$ cat src/rtl/smc_pkg.sv
// Shared constants, types and codes of the sphere-map to cube-map texel sampler.
// Used by every module of the block; depends on nothing.
`default_nettype none

package smc_pkg;

    localparam int MAX_SOURCE_EDGE = 512;
    localparam int MAX_CUBE_EDGE   = 512;

    localparam int IDX_W    = 9;
    localparam int ADDR_W   = 2 * IDX_W;
    localparam int CFG_W    = 10;
    localparam int CFG_IDX_W = 2;
    localparam int RGBA_W   = 32;

    localparam int Q_W      = 18;
    localparam int DIVR_W   = 18;
    localparam int DIVD_W   = 35;
    localparam int SQ_W     = 34;
    localparam int RT_W     = 35;
    localparam int SQ_STEPS = 17;
    localparam int LEN_W    = 17;
    localparam int DIR_W    = 18;
    localparam int WGT_W    = 9;
    localparam int PX_W     = 27;

    localparam logic [CFG_IDX_W-1:0] CFG_SOURCE_WIDTH  = 2'd0;
    localparam logic [CFG_IDX_W-1:0] CFG_SOURCE_HEIGHT = 2'd1;
    localparam logic [CFG_IDX_W-1:0] CFG_CUBE_EDGE     = 2'd2;

    localparam logic [2:0] FACE_POS_X = 3'd0;
    localparam logic [2:0] FACE_NEG_X = 3'd1;
    localparam logic [2:0] FACE_POS_Y = 3'd2;
    localparam logic [2:0] FACE_NEG_Y = 3'd3;
    localparam logic [2:0] FACE_POS_Z = 3'd4;

    localparam logic        CMD_LOAD   = 1'b0;
    localparam logic        CMD_SAMPLE = 1'b1;

    localparam logic signed [DIR_W-1:0] DIR_ONE = 18'sd65536;
    localparam logic [LEN_W-1:0]        Q16_ONE = 17'd65536;

    typedef struct packed {
        logic                    kind;
        logic [IDX_W-1:0]        lcol;
        logic [IDX_W-1:0]        lrow;
        logic [RGBA_W-1:0]       rgba;
        logic [2:0]              face;
        logic signed [DIR_W-1:0] dx;
        logic signed [DIR_W-1:0] dz;
    } t_carry;

    typedef struct packed {
        logic              sample;
        logic [IDX_W-1:0]  lcol;
        logic [IDX_W-1:0]  lrow;
        logic [RGBA_W-1:0] rgba;
        logic [IDX_W-1:0]  xa;
        logic [IDX_W-1:0]  xb;
        logic [IDX_W-1:0]  ya;
        logic [IDX_W-1:0]  yb;
        logic [WGT_W-1:0]  fx;
        logic [WGT_W-1:0]  fy;
    } t_fetch;

    typedef logic [3:0][RGBA_W-1:0] t_quad;

endpackage

`default_nettype wire

$ cat src/rtl/smc_sqrt.sv
// Pipelined integer square root, one root bit a stage, floor result.
// Carries a side record along; depends on smc_pkg.
`default_nettype none

module smc_sqrt (
    input  wire logic                        i_clk,
    input  wire logic                        i_rst_n,
    input  wire logic                        i_en,
    input  wire logic                        i_vld,
    input  wire logic [smc_pkg::SQ_W-1:0]    i_rad,
    input  wire smc_pkg::t_carry             i_cry,
    output logic                             o_vld,
    output logic [smc_pkg::LEN_W-1:0]        o_root,
    output smc_pkg::t_carry                  o_cry
);

    localparam int NS = smc_pkg::SQ_STEPS;
    localparam int RW = smc_pkg::RT_W;

    logic            r_vld  [NS];
    logic [RW-1:0]   r_rem  [NS];
    logic [RW-1:0]   r_root [NS];
    smc_pkg::t_carry r_cry  [NS];

    for (genvar g = 0; g < NS; g++) begin : g_stage
        localparam logic [RW-1:0] STEP_BIT = RW'(1) << (2 * (NS - 1 - g));
        logic            w_vld;
        logic [RW-1:0]   w_rem, w_root, w_sum;
        smc_pkg::t_carry w_cry;

        if (g == 0) begin : g_head
            assign w_vld  = i_vld;
            assign w_rem  = RW'(i_rad);
            assign w_root = '0;
            assign w_cry  = i_cry;
        end else begin : g_body
            assign w_vld  = r_vld[g-1];
            assign w_rem  = r_rem[g-1];
            assign w_root = r_root[g-1];
            assign w_cry  = r_cry[g-1];
        end

        assign w_sum = w_root + STEP_BIT;

        always_ff @(posedge i_clk) begin
            if (!i_rst_n) begin
                r_vld[g] <= 1'b0;
            end else if (i_en) begin
                r_vld[g] <= w_vld;
            end
        end

        always_ff @(posedge i_clk) begin
            if (i_en) begin
                if (w_rem >= w_sum) begin
                    r_rem[g]  <= w_rem - w_sum;
                    r_root[g] <= (w_root >> 1) + STEP_BIT;
                end else begin
                    r_rem[g]  <= w_rem;
                    r_root[g] <= w_root >> 1;
                end
                r_cry[g] <= w_cry;
            end
        end
    end

    assign o_vld  = r_vld[NS-1];
    assign o_root = r_root[NS-1][smc_pkg::LEN_W-1:0];
    assign o_cry  = r_cry[NS-1];

endmodule

`default_nettype wire

$ cat config.mk
export PLATFORM = sky130hd
export DESIGN_NAME = smc_sqrt
export DESIGN_NICKNAME = d
export VERILOG_FILES = /design/src/rtl/smc_pkg.sv /design/src/rtl/smc_sqrt.sv
export SDC_FILE = /design/constraint.sdc
export NUM_CORES = 2
export LEC_CHECK = 0
export BUFFER_PORTS_ARGS = -buffer_cell sky130_fd_sc_hd__buf_2
export CAP_MARGIN = 25
export CELL_PAD_IN_SITES_DETAIL_PLACEMENT = 0
export CELL_PAD_IN_SITES_GLOBAL_PLACEMENT = 1
export CORE_MARGIN = 1.5
export CORE_UTILIZATION = 41
export CTS_CLUSTER_SIZE = 25
export DETAILED_ROUTE_END_ITERATION = 8
export HOLD_SLACK_MARGIN = 0.05
export PLACE_DENSITY_LB_ADDON = 0.1
export SLEW_MARGIN = 30
export SYNTH_ARGS = -nofsm -noshare
export SYNTH_HDL_FRONTEND = slang
export SYNTH_SLANG_ARGS = --single-unit
$ cat constraint.sdc
create_clock -name i_clk -period 3.37 [get_ports i_clk]
set_input_delay 0.1685 -clock i_clk [delete_from_list [all_inputs] [get_ports i_clk]]
set_output_delay 0.1685 -clock i_clk [all_outputs]
set_load 0.03 [all_outputs]
==> results.txt <==
- Maximum number of pins on one net before global-route repair: 172
* Data required time of the critical path: 3920 ps
- Standby leakage power: 0.0338 uW
* Die extent in y: 446 um
- Multi-input logic area: 0.0115 mm^2
- Insertion delay to the later sink of the worst-skew pair: 860 ps
- TritonCTS built the clock tree.
- Fill cells in the final layout number 16100.
- Effective utilization at floorplan: 41.2%
* Flop pwr share: 54.4%
* Die Footprint: 0.199 mm^2
- Clock buffers created by TritonCTS: 228
- Critical path origin: r_rem[9][23]$_DFFE_PP_
- Via density: 4.60
- The clock network is responsible for 38.9% of the overall power.
- Cell type with the highest aggregate area in the netlist: edfxtp_1
- Number of synthesized flops with an enable pin: 2259
- IR analysis of the VDD net gives a maximum drop of 0.515 mV.
- Total global-route track usage: 12.2%
- Cell internal power was estimated by the tool at 49400 uW.
* Antenna violations before repair: 2
* Sw Pwr: 13800 uW
* Delay of the slowest critical-path stage: 480 ps
- Final period util: 94.8%
* Cell depth of the worst hold path: 2
* Top-area cell type share of the netlist area: 84.5%
* Via count: 35700
- Proportion of synthesized flip-flops having asynchronous set or reset: 0%
- Worst hold slack: 120 ps
* Series of cell instances along the critical path: ha_2 -> and3_1 -> nand4_1 -> o21ai_1 -> a311oi_2 -> a211o_1 -> a221o_1 -> or4_4 -> nor3_1 -> xor2_1
- Setup repair after global routing could not meet its margin everywhere.
- Routability-driven placement finished with a final weighted congestion of 0.830.
- Top achievable clock speed: 313 MHz
* Crit Path Max Fanout: 6
- Placeable core area: 0.195 mm^2
* Startpoint of the worst hold path: i_cry[89]
* DP HPWL: 74.6 mm
- For this run, design rule violations remaining after detail routing come to 0.
- Antenna violation net count after detailed routing: 0
* Worst setup timing slack at the placement stage: 45.2 ps
- Worst R2R Start: r_rem[9][23]$_DFFE_PP_
- Leftover overflow at the end of global routing: 0
- Across the routed clock network, the largest skew measured is 66.3 ps.
* Detailed-route wire length per cell: 15.6 um
* Worst hold path class: in -> reg
- The count of final max-slew check failures was 0.
- GRT Max-Usage Layer: met2
- Yosys printed 0 warnings.
- In this run switching power makes up 21.9% of total power.
- Clock buffer depth: 3
- Share of layout cells above drive strength 1: 14.2%
- After synthesis, flip-flops and latches occupy 84.5% of the total area.
* Depth of the CTS H-tree: 4
- Register bit total from synthesis: 2260
- Utilization after layout: 49.0%
* Crit path setup slack, layout: 174 ps
- Outcome: completed
* First-pass GRT wire length: 192 mm
* Met3 Use GR: 2.67%
- Across the whole layout, storage elements account for 0.0679 mm^2.
- Each instance of the synthesized netlist takes up on average 19.2 um^2.
* Worst setup EP type: flip-flop
- Number of global-route vias before repair: 35800
* Number of distinct library cells after synthesis: 83
- During I/O placement, the number of pins put on the boundary was 236.
* Clock transition time at the flip-flop clock pins of the worst setup and hold paths: 60 ps
- Clock period minus final worst setup slack: 3200 ps
- Critical path arrival: 3740 ps
- Setup violations remaining at the end of the flow were counted as 0.
* Wire length after detailed routing: 121 mm
- For this design, the slowest cell found on the critical path is or4_4.
* Cell count after synthesis: 4175
- Port buffer count: 235
- Final hold violations: 0
* Dominant synthesized flop cell: edfxtp_1
- Total number of placement rows: 162
- After the last flow step, the layout net total stands at 5229.
- Relative to the synthesized area, the layout overhead comes to 18.9%.
* Horiz. Die Dim: 446 um
- The critical path in this run is classified as reg -> reg.
- Worst relative slew slack: 39.4%
* Path depth of the worst reg2reg path: 10
- Netlist area before placement: 0.0803 mm^2
* Number of maximum-capacitance constraint violations: 0
- After synthesis, the cell types taking the most area are edfxtp_1 (84%), ha_1 (2.6%), xnor2_1 (1.4%), xor2_1 (1.2%), o21ai_0 (1.0%).
- For this run, global-route usage on met2 was measured as 21.5%.
* Commonest cells in the synthesized netlist: edfxtp_1 (2259), inv_1 (211), nand2_1 (203)
- The first TritonRoute pass finished after 5 iterations.
* Combinational share of power: 6.7%
* Met1 demand-to-capacity share in global routing: 14.4%
- When the netlist entered floorplanning its net count stood at 4471.
- Placed cell count: 7076
* Transition time at the pin with the least slew margin: 909 ps
- Clock root buffer master: clkbuf_16
* Count leader, synth: edfxtp_1
- STA classifies the critical path startpoint as a flip-flop.
- The finished layout holds 7759 standard cells, fillers aside.
- Initial drt markers: 2209
- CTS sink cnt: 2260
- Power spread over the standard cell area amounts to 662 mW/mm^2.
## sequential cells by signal, summed over array words and instances (netlist names)
signal,flops
r_cry,1530
r_rem,560
r_vld,17
r_root,153
## cells by family (layout without fill, tap and decap cells)
kind of cell    after synthesis  count (layout)  share of synthesized area [%]
simple gates                772             772                           5.20
xor+xnor                    242             242                           2.64
compound gates              428             428                           3.35
flops                      2260            2260                           84.5
fa+ha+maj                   168             168                           2.62
other cells                   0               2                              0
buf+inv                     276            1234                           1.31
mux                          29              29                          0.389
## layer usage
| metal | vias up | share of wire, % |
|---|---|---|
| met5 | - | 0 |
| met4 | 0 | 3.6 |
| met3 | 280 | 3.6 |
| met2 | 500 | 52 |
| met1 | 17200 | 41 |
| li1 | 17700 | - |
## layout by cell type (no fill, tap or decap), drive strengths merged, types with 39 or more instances in the layout
cell / Yosys / final
edfxtp: 2259 / 2259
buf: 8 / 342
clkbuf: 55 / 269
dlygate4sd3: 0 / 249
inv: 213 / 217
nand2: 203 / 203
ha: 168 / 168
o21ai: 163 / 163
xnor2: 128 / 128
clkinv: 0 / 121
nor2: 120 / 120
xor2: 114 / 114
a21oi: 94 / 94
nor4: 79 / 79
nor3: 73 / 73
a21o: 40 / 40
nand3: 39 / 39
## power groups by stage
stage / Sequential [uW] / Clock (uW) / Combinational [uW]
3_3_place_gp: 34900 / 0 / 4050
3_5_place_dp: 35000 / 0 / 4070
2_1_floorplan: 34700 / 0 / 2510
4_1_cts: 34400 / 25600 / 4310
5_1_grt: 34600 / 26600 / 4760
6_report: 34400 / 24600 / 4230
## critical path, delay by kind of cell, from the launching register on
kind | cells | cell delay, ps
AO/OA/AOI/OAI | 4 | 930
XOR/XNOR | 1 | 90
adder cells (fa/ha/maj) | 1 | 430
flip-flops | 1 | 470
AND/OR/NAND/NOR | 4 | 990
## final timing paths
kind,to,slack [ps]
worst min-delay path,r_cry[0][89]$_DFFE_PP_,120
worst max register to register,r_rem[10][32]$_DFFE_PP_,170
worst min register to register,r_cry[7][56]$_DFFE_PP_,370
worst max-delay path,r_rem[10][32]$_DFFE_PP_,170
## repair_timing
action                                  in CTS  in global routing
hold buffers                               249                  0
endpoints found under the setup margin       0                 24
gates resized for setup                      0                  7
setup buffers                                0                  1
endpoints found under the hold margin      253                  0
## layout make-up
cell class	instances	share of cell area, %
timing repair buffer	591	4.86
antenna	2	0.00524
sequential	2260	71.0
clock inverter	161	1.69
multi-input combinational	1639	12.0
inverter	213	0.840
tap	2624	3.44
clock buffer	269	6.13
## stage by stage
step | total power (uW) | setup TNS [ps] | cell area, um^2
floorplan | 37300 | 0 | 80300
global placement | 39000 | 0 | 85500
detailed placement | 39100 | 0 | 85500
CTS | 64300 | 0 | 95500
global route | 66000 | -17.0 | 95500
finish | 63200 | 0 | 95500
Power figures use the tool's default switching activity.
