**config.mk**
```make
export PLATFORM = sky130hd
export DESIGN_NAME = smc_div
export DESIGN_NICKNAME = d
export VERILOG_FILES = /design/src/rtl/smc_pkg.sv /design/src/rtl/smc_div.sv
export SDC_FILE = /design/constraint.sdc
export NUM_CORES = 2
export LEC_CHECK = 0
export ABC_AREA = 1
export BUFFER_PORTS_ARGS = -buffer_cell sky130_fd_sc_hd__buf_2
export CAP_MARGIN = 20
export CORE_ASPECT_RATIO = 2
export CORE_MARGIN = 3
export CORE_UTILIZATION = 63
export DETAILED_ROUTE_END_ITERATION = 10
export GPL_TIMING_DRIVEN = 0
export PLACE_DENSITY = 0.86
export SKIP_LAST_GASP = 1
export SYNTH_ARGS = -nofsm -noshare
export SYNTH_HDL_FRONTEND = slang
export SYNTH_SLANG_ARGS = --single-unit
```
**constraint.sdc**
```tcl
create_clock -name i_clk -period 2.45 [get_ports i_clk]
set_input_delay 0.245 -clock i_clk [delete_from_list [all_inputs] [get_ports i_clk]]
set_output_delay 0.245 -clock i_clk [all_outputs]
set_load 0.03 [all_outputs]
```
**src/rtl/smc_pkg.sv**
```systemverilog
// Shared constants, types and codes of the sphere-map to cube-map texel sampler.
// Used by every module of the block; depends on nothing.
`default_nettype none

package smc_pkg;

    localparam int MAX_SOURCE_EDGE = 512;
    localparam int MAX_CUBE_EDGE   = 512;

    localparam int IDX_W    = 9;
    localparam int ADDR_W   = 2 * IDX_W;
    localparam int CFG_W    = 10;
    localparam int CFG_IDX_W = 2;
    localparam int RGBA_W   = 32;

    localparam int Q_W      = 18;
    localparam int DIVR_W   = 18;
    localparam int DIVD_W   = 35;
    localparam int SQ_W     = 34;
    localparam int RT_W     = 35;
    localparam int SQ_STEPS = 17;
    localparam int LEN_W    = 17;
    localparam int DIR_W    = 18;
    localparam int WGT_W    = 9;
    localparam int PX_W     = 27;

    localparam logic [CFG_IDX_W-1:0] CFG_SOURCE_WIDTH  = 2'd0;
    localparam logic [CFG_IDX_W-1:0] CFG_SOURCE_HEIGHT = 2'd1;
    localparam logic [CFG_IDX_W-1:0] CFG_CUBE_EDGE     = 2'd2;

    localparam logic [2:0] FACE_POS_X = 3'd0;
    localparam logic [2:0] FACE_NEG_X = 3'd1;
    localparam logic [2:0] FACE_POS_Y = 3'd2;
    localparam logic [2:0] FACE_NEG_Y = 3'd3;
    localparam logic [2:0] FACE_POS_Z = 3'd4;

    localparam logic        CMD_LOAD   = 1'b0;
    localparam logic        CMD_SAMPLE = 1'b1;

    localparam logic signed [DIR_W-1:0] DIR_ONE = 18'sd65536;
    localparam logic [LEN_W-1:0]        Q16_ONE = 17'd65536;

    typedef struct packed {
        logic                    kind;
        logic [IDX_W-1:0]        lcol;
        logic [IDX_W-1:0]        lrow;
        logic [RGBA_W-1:0]       rgba;
        logic [2:0]              face;
        logic signed [DIR_W-1:0] dx;
        logic signed [DIR_W-1:0] dz;
    } t_carry;

    typedef struct packed {
        logic              sample;
        logic [IDX_W-1:0]  lcol;
        logic [IDX_W-1:0]  lrow;
        logic [RGBA_W-1:0] rgba;
        logic [IDX_W-1:0]  xa;
        logic [IDX_W-1:0]  xb;
        logic [IDX_W-1:0]  ya;
        logic [IDX_W-1:0]  yb;
        logic [WGT_W-1:0]  fx;
        logic [WGT_W-1:0]  fy;
    } t_fetch;

    typedef logic [3:0][RGBA_W-1:0] t_quad;

endpackage

`default_nettype wire

```
**src/rtl/smc_div.sv**
```systemverilog
// Pipelined restoring divider, two dividends over one shared divisor, one quotient bit a stage.
// Carries a side record along; depends on smc_pkg.
`default_nettype none

module smc_div (
    input  wire logic                          i_clk,
    input  wire logic                          i_rst_n,
    input  wire logic                          i_en,
    input  wire logic                          i_vld,
    input  wire logic [smc_pkg::DIVD_W-1:0]    i_num_a,
    input  wire logic [smc_pkg::DIVD_W-1:0]    i_num_b,
    input  wire logic [smc_pkg::DIVR_W-1:0]    i_den,
    input  wire smc_pkg::t_carry               i_cry,
    output logic                               o_vld,
    output logic [smc_pkg::Q_W-1:0]            o_quo_a,
    output logic [smc_pkg::Q_W-1:0]            o_quo_b,
    output smc_pkg::t_carry                    o_cry
);

    localparam int QW = smc_pkg::Q_W;
    localparam int RW = smc_pkg::DIVR_W;

    function automatic logic [RW:0] div_step(input logic [RW-1:0] rem, input logic nb,
                                             input logic [RW-1:0] den);
        logic [RW:0] trial;
        logic [RW:0] diff;
        trial = {rem, nb};
        diff  = trial - {1'b0, den};
        if (trial >= {1'b0, den}) begin
            return {1'b1, diff[RW-1:0]};
        end
        return {1'b0, trial[RW-1:0]};
    endfunction

    logic            r_vld   [QW];
    logic [RW-1:0]   r_rem_a [QW];
    logic [RW-1:0]   r_rem_b [QW];
    logic [QW-1:0]   r_low_a [QW];
    logic [QW-1:0]   r_low_b [QW];
    logic [QW-1:0]   r_quo_a [QW];
    logic [QW-1:0]   r_quo_b [QW];
    logic [RW-1:0]   r_den   [QW];
    smc_pkg::t_carry r_cry   [QW];

    for (genvar g = 0; g < QW; g++) begin : g_stage
        logic            w_vld;
        logic [RW-1:0]   w_rem_a, w_rem_b, w_den;
        logic [QW-1:0]   w_low_a, w_low_b, w_quo_a, w_quo_b;
        smc_pkg::t_carry w_cry;
        logic [RW:0]     w_step_a, w_step_b;

        if (g == 0) begin : g_head
            assign w_vld   = i_vld;
            assign w_rem_a = RW'(i_num_a[smc_pkg::DIVD_W-1:QW]);
            assign w_rem_b = RW'(i_num_b[smc_pkg::DIVD_W-1:QW]);
            assign w_low_a = i_num_a[QW-1:0];
            assign w_low_b = i_num_b[QW-1:0];
            assign w_quo_a = '0;
            assign w_quo_b = '0;
            assign w_den   = i_den;
            assign w_cry   = i_cry;
        end else begin : g_body
            assign w_vld   = r_vld[g-1];
            assign w_rem_a = r_rem_a[g-1];
            assign w_rem_b = r_rem_b[g-1];
            assign w_low_a = r_low_a[g-1];
            assign w_low_b = r_low_b[g-1];
            assign w_quo_a = r_quo_a[g-1];
            assign w_quo_b = r_quo_b[g-1];
            assign w_den   = r_den[g-1];
            assign w_cry   = r_cry[g-1];
        end

        assign w_step_a = div_step(w_rem_a, w_low_a[QW-1], w_den);
        assign w_step_b = div_step(w_rem_b, w_low_b[QW-1], w_den);

        always_ff @(posedge i_clk) begin
            if (!i_rst_n) begin
                r_vld[g] <= 1'b0;
            end else if (i_en) begin
                r_vld[g] <= w_vld;
            end
        end

        always_ff @(posedge i_clk) begin
            if (i_en) begin
                r_rem_a[g] <= w_step_a[RW-1:0];
                r_rem_b[g] <= w_step_b[RW-1:0];
                r_quo_a[g] <= {w_quo_a[QW-2:0], w_step_a[RW]};
                r_quo_b[g] <= {w_quo_b[QW-2:0], w_step_b[RW]};
                r_low_a[g] <= {w_low_a[QW-2:0], 1'b0};
                r_low_b[g] <= {w_low_b[QW-2:0], 1'b0};
                r_den[g]   <= w_den;
                r_cry[g]   <= w_cry;
            end
        end
    end

    assign o_vld   = r_vld[QW-1];
    assign o_quo_a = r_quo_a[QW-1];
    assign o_quo_b = r_quo_b[QW-1];
    assign o_cry   = r_cry[QW-1];

endmodule

`default_nettype wire

```
==> run summary, run 1 <==
The flow did not finish. Last flow stage reached: global routing. The first error in the log reads "[ERROR GRT-0116] Global routing finished with congestion. Check the congestion regions in the DRC Viewer". The logs give 43 for the number of distinct library cells after synthesis and 249 for the row count. The fraction of registers with async set or reset after synthesis works out to 0%. A synthesized cell averages 11.4 µm². The total clock buffers created by CTS is 276. The number of flip-flops and latches in the synthesized netlist came out at 3,204. Measured along the y axis, the die boundary spans 687 µm. For the aggregate global-route resource usage, the log shows 60.7%. The horizontal die dimension is 346 µm, and the total I/O pin count is 309. For the via count of the first global-routing pass, the log shows 127,000. The wire-length estimate of the detail-placed layout is 382,000 µm. Area of the mapped netlist: 146,000 µm². Of the synthesized area, sequential elements account for 65.9%. No sink is reached through more buffers than the 4 on the longest clock path.

After global routing the overflow that remains totals 1,044. Summing all placed instances gives a cell area of 152,000 µm². The H-tree was split into 5 levels.

In this run, synthesis inferred 3,203 flip-flops with an integrated enable. Yosys printed 0 warnings. The cell count after synthesis came out at 12,800.

Once the floorplan was initialized, standard cells occupied 63.4% of the core. Synthesis produced a netlist with a net count of 13,600. The logs give 186 for the maximum number of pins on one net before global-route repair and 1,020,000 µm for the wire length of the first global-routing pass. Most frequently used flop master after synthesis: sky130_fd_sc_hd__edfxtp_1.

At the end of routability-driven placement, the weighted congestion stood at 1.06. The total number of clock tree sinks was 3,204; the port buffer count was 308. The clock root buffer master is sky130_fd_sc_hd__clkbuf_16.
[what timing repair did]
item / in CTS
pin swaps: 58
buffers inserted: 284
setup endpoints to repair: 2066
hold endpoints to repair: 324
hold buffers: 188
resized for setup: 597
cloned: 22
[kinds of logic after synthesis]
kind of cell | after synthesis | synth area share, %
buffers and inverters | 1625 | 4.56
and+or+nand+nor | 6358 | 19.1
DFF | 3204 | 65.9
adders and majority gates | 682 | 6.02
AOI/OAI and AO/OA | 639 | 2.75
xor gates and xnor gates | 272 | 1.63
[cells in the mapped netlist (all sizes together) (92+ instances only)]
library cell	n	area share, %
nand2	3901	10
edfxtp	3203	66
inv	1527	3.9
nand3	974	3.6
nor2	868	2.3
ha	648	5.6
a21oi	377	1.4
xor2	272	1.6
nand3b	269	1.4
o21ai	211	1.0
nor3	136	0.47
buf	97	0.63
nand4	92	0.59
[through the flow]
| stage | hold slack [ns] | cells | setup slack, ns | TNS [ns] | utilization, % |
|---|---|---|---|---|---|
| 2_1_floorplan | 0.344 | 12800 | 0.510 | 0 | - |
| 3_3_place_gp | 0.400 | 16100 | -57.95 | - | 65.7 |
| 3_5_place_dp | 0.405 | 16100 | -3.96 | -3521.99 | 65.9 |
| 4_1_cts | 0.00223 | 17100 | -0.171 | -47.52 | 73.6 |
[routing by layer]
metal	global-route usage (%)	overflow
met2	87.5	675
met1	52.4	7
met5	13.5	0
met4	68.2	352
met3	38.6	10
==> run 2: changes to the inputs <==
--- a/config.mk
+++ b/config.mk
@@ -8,12 +8,11 @@
 export ABC_AREA = 1
 export BUFFER_PORTS_ARGS = -buffer_cell sky130_fd_sc_hd__buf_2
 export CAP_MARGIN = 20
-export CORE_ASPECT_RATIO = 2
 export CORE_MARGIN = 3
-export CORE_UTILIZATION = 63
+export CORE_UTILIZATION = 40
 export DETAILED_ROUTE_END_ITERATION = 10
 export GPL_TIMING_DRIVEN = 0
-export PLACE_DENSITY = 0.86
+export PLACE_DENSITY_LB_ADDON = 0.15
 export SKIP_LAST_GASP = 1
 export SYNTH_ARGS = -nofsm -noshare
 export SYNTH_HDL_FRONTEND = slang
==> run 2 against run 1 <==
Against the previous run:
- synthesized cell count stayed put
- the flow now finishes, with violations (setup timing)
- synthesized area did not move
==> run summary, run 2 <==
Total via count in the routed design: 93,000. The clock net in this run drives a total of 3,204 sinks. Counting stages on the worst path, the most repeated cell is sky130_fd_sc_hd__nand2_1. The vertical die dimension is 610 µm. Setup repair after global routing could not meet its margin everywhere. The clock tree synthesis step divided the H-tree into 5 levels. 309 I/O pins were placed. The count of warnings emitted by yosys is 0. The tools report the maximum clock frequency as 401 MHz.

The critical path's top delay family is buffers and inverters. After synthesis the cells add up to 146,000 µm². The checks that failed: setup timing.

Fraction of synthesized area in multiplexers: 0%. The kind of start point of the critical path is a flip-flop. The final number of max-transition violations is 0. After layout, the design draws a total of 0.205 W. Leaving out fill and tap cells, the most frequent cells in the layout are 3,622 x sky130_fd_sc_hd__nand2_1, 3,203 x sky130_fd_sc_hd__edfxtp_1, 1,299 x sky130_fd_sc_hd__inv_1. Most common cell after layout, fill and taps aside: sky130_fd_sc_hd__nand2_1.

The total nets after synthesis is 13,600. The data arrival time at the worst-slack endpoint is 3.08 ns. The clock arrives with 0.0939 ns of skew.

For the required time at the worst-slack endpoint, the log shows 3.04 ns. Routability-driven placement finished with a final weighted congestion of 0.906. For the number of antenna violations at the first check in global routing, the log shows 10.

Ranked by total cell area, the synthesized netlist is headed by sky130_fd_sc_hd__edfxtp_1 66%, sky130_fd_sc_hd__nand2_1 9.8%, sky130_fd_sc_hd__ha_1 5.6%. The first global-routing pass estimated 579,000 µm of wire. The floorplan has 221 rows. Clock transition at the registers of the reported paths: 0.06 ns. The most common cell in the synthesized netlist is sky130_fd_sc_hd__nand2_1. The count of buffering cells on the critical path with inverters included came out at 4. The area growth from synthesis to layout is 20.2%.

TritonCTS built the clock tree. Class of the tightest hold or removal check: in -> reg. In this run the static leakage power is 72.2 nW. sky130_fd_sc_hd__edfxtp_1 takes more of the synthesized area than any other cell.

The netlist uses 43 different library cells. The average instance in the mapped netlist occupies 11.4 µm². The first routing iteration left 6,810 violations. The clock root buffer master is sky130_fd_sc_hd__clkbuf_16.

The startpoint identified for the worst hold timing path is i_cry[68]. The flow ran to the end, but the final reports show violations. Setup violations remaining at the end of the flow were counted as 10. For this configuration, the core starts out at a cell density of 40.2%. Of the available clock period, the critical path in the final layout requires 102%.

Excluding fillers, the count of instances in the completed layout stands at 19,100. The cell depth of the worst hold path came out at 2. The worst setup path is captured at a flip-flop.

The die covers 372,000 µm². For the final routed database, the setup TNS stands at -0.139 ns. On the critical path, the stage with the largest delay is an instance of sky130_fd_sc_hd__edfxtp_1. The maximum buffer depth of the clock tree was 4. The routed design has 395,000 µm of wire.

The run gives 26.7% as the relative slew slack. Summing the areas of all and, or, nand and nor instances in the mapped netlist gives 19.1% of the synthesized area. Of the total synthesized cell area, the portion taken by XOR and XNOR cells is 1.63%. Clock latency on the worst-skew pair, taken at its later pin, is 0.93 ns. The worst register-to-register path begins at r_den[13][13]$_DFFE_PP_.

The commonest cells after synthesis are 3,799 x sky130_fd_sc_hd__nand2_1, 3,203 x sky130_fd_sc_hd__edfxtp_1, 1,504 x sky130_fd_sc_hd__inv_1. In this run the remaining antenna-violating nets after routing total 0. The die is 610 µm wide. After synthesis, the largest family of logic cells by area is simple AND/OR/NAND/NOR gates.

The run gives 0 as the count of maximum capacitance violations. On the worst path, the slowest cell contributes a delay of 0.40 ns. The first TritonRoute pass finished after 6 iterations. The most frequently used flop master after synthesis is sky130_fd_sc_hd__edfxtp_1. The routed wire length per instance is 20.7 µm, and the fraction of layout instances using a drive strength above 1 is 17.6%. For hold timing, the worst endpoint is r_cry[0][68]$_DFFE_PP_.

The number of standard cells after synthesis came out at 12,800. Kind of critical path: reg -> reg. Of all nets on the critical path, the largest fanout is 10. The run gives 17,900 as the cell count after placement. The number of flip-flops in the largest register is 1,620, and the total clock buffers created by CTS is 345. The share of synthesized cell area in full adder, half adder and majority cells is 6.02%.

For this run, design rule violations remaining after detail routing come to 0. For the pin with the worst max-slew slack, the measured transition is 1.10 ns. Using the TritonRoute via totals, the vias-per-cell ratio works out to 4.86. Global routing consumed, over all layers together, 20.7% of the routing resources. Entering global routing, the biggest net connects 183 pins. The net count reported at finish was 14,900; the number of filler instances in the final layout was 32,800. Area taken by flip-flops and latches: 96,200 µm². The signal on the critical path passes through clkinvlp_4, buf_12, ha_4, nand2_1, inv_2, nand2_1, nand2_1, a21oi_4, nand4_4, buf_6, nand3_1, nand2_1. The minimum period implied by the final worst setup slack works out to 2.50 ns. The run gives 91,800 as the via count of the first global-routing pass. In this run the critical register-to-register path is captured at r_rem_a[14][14]$_DFFE_PP_. Worst supply voltage drop on vdd: 0.799 mV. After global routing the overflow that remains totals 0.

After synthesis the netlist holds a flip-flop and latch count of 3,204. The area used by multi-input combinational logic is 46,900 µm², and the fraction of the mapped netlist area in compound gates is 2.75%. The register area share after synthesis was 65.9%; the number of enable-type register cells in the synthesized netlist was 3,203.

After floorplanning, the core was sized to cover 363,000 µm². Dividing total power by cell area gives a power density of 1170 nW/µm². The number of hold-slack violations in the final timing report was 0. The setup check on the worst reg-to-reg path leaves a slack of -0.05 ns. More flip-flops sit in one register than any other, and that register is r_cry. Worst-case reg-to-reg path depth: 12.

The wire-length estimate of the detail-placed layout is 297,000 µm. Counting flops with an async set or reset pin after synthesis yields a share of 0%. After synthesis, the largest area contributor takes up 65.9% of total cell area. The port buffer count was 308. The setup slack of the critical path after layout is -0.0458 ns.
[run 2: cell counts after synthesis]
No cell type changed its count.
[run 2: where the power goes]
| part | total [W] | switching [W] | leakage, nW | internal (W) |
|---|---|---|---|---|
| Combinational | 0.0756 | 0.0485 | 35.4 | 0.0271 |
| Sequential | 0.0780 | 0.00609 | 31.4 | 0.0719 |
| Clock | 0.0513 | 0.0218 | 5.43 | 0.0294 |
[run 2: area by class of cell]
type / count / share of cell area, %
diodes: 4 / 0.00570
well taps: 4794 / 3.42
clock buffers: 421 / 5.09
inverters: 1527 / 3.36
clock inverters: 210 / 1.37
flip-flops and latches: 3204 / 54.8
multi-input cells: 7955 / 26.7
plain buffers: 98 / 0.615
repair buffers: 914 / 4.58
[run 2: how the worst max path moves through the flow]
| stage | slack, ns | cells after the start | start | to |
|---|---|---|---|---|
| 4_1_cts | -0.20 | 10 | r_den[10][11]$_DFFE_PP_ | r_rem_a[11][17]$_DFFE_PP_ |
| 6_report | -0.05 | 12 | r_den[13][13]$_DFFE_PP_ | r_rem_a[14][14]$_DFFE_PP_ |
| 2_1_floorplan | 0.51 | 15 | i_num_b[17] | r_rem_b[0][16]$_DFFE_PP_ |
| 3_5_place_dp | -2.93 | 8 | i_en | r_vld[1][0]$_DFFE_PP_ |
| 3_3_place_gp | -58.70 | 4 | i_en | r_vld[4][0]$_DFFE_PP_ |
| 5_1_grt | -0.14 | 12 | r_den[13][13]$_DFFE_PP_ | r_rem_a[14][14]$_DFFE_PP_ |
[run 2: cell families after synthesis]
| family | after synthesis |
|---|---|
| buffers and inverters | 1625 |
| AND/OR/NAND/NOR | 6358 |
| adder cells (fa/ha/maj) | 682 |
| XOR/XNOR | 272 |
| flip-flops | 3204 |
| AO/OA/AOI/OAI | 639 |
[run 2: metal layers]
layer / vias to the layer above / track usage [%] / routed length [µm]
met1: 44500 / 27.2 / 171000
met3: 588 / 1.86 / 12800
met5: - / 0 / 0
li1: 46100 / - / -
met2: 1810 / 36.0 / 196000
met4: 0 / 6.85 / 15300
[run 2: timing repair]
item                                    in CTS  in global routing
resized for setup                           86                949
endpoints found under the setup margin    1800                768
hold endpoints to repair                   377                  0
pin swaps                                    4                 89
gates cloned                                11                 10
buffers inserted                            55                222
hold buffers                               292                  0
[run 2: stage by stage]
stage	hold slack, ns	util [%]	area (µm²)	worst slack (ns)
4_1_cts	0.000716	46.8	170000	-0.195
3_5_place_dp	0.405	42.5	154000	-2.93
3_3_place_gp	0.400	42.3	153000	-58.70
2_1_floorplan	0.344	-	146000	0.510
6_report	0.0786	48.4	176000	-0.0458
5_1_grt	0.0263	48.4	176000	-0.140
(Power assumes the default switching activity.)
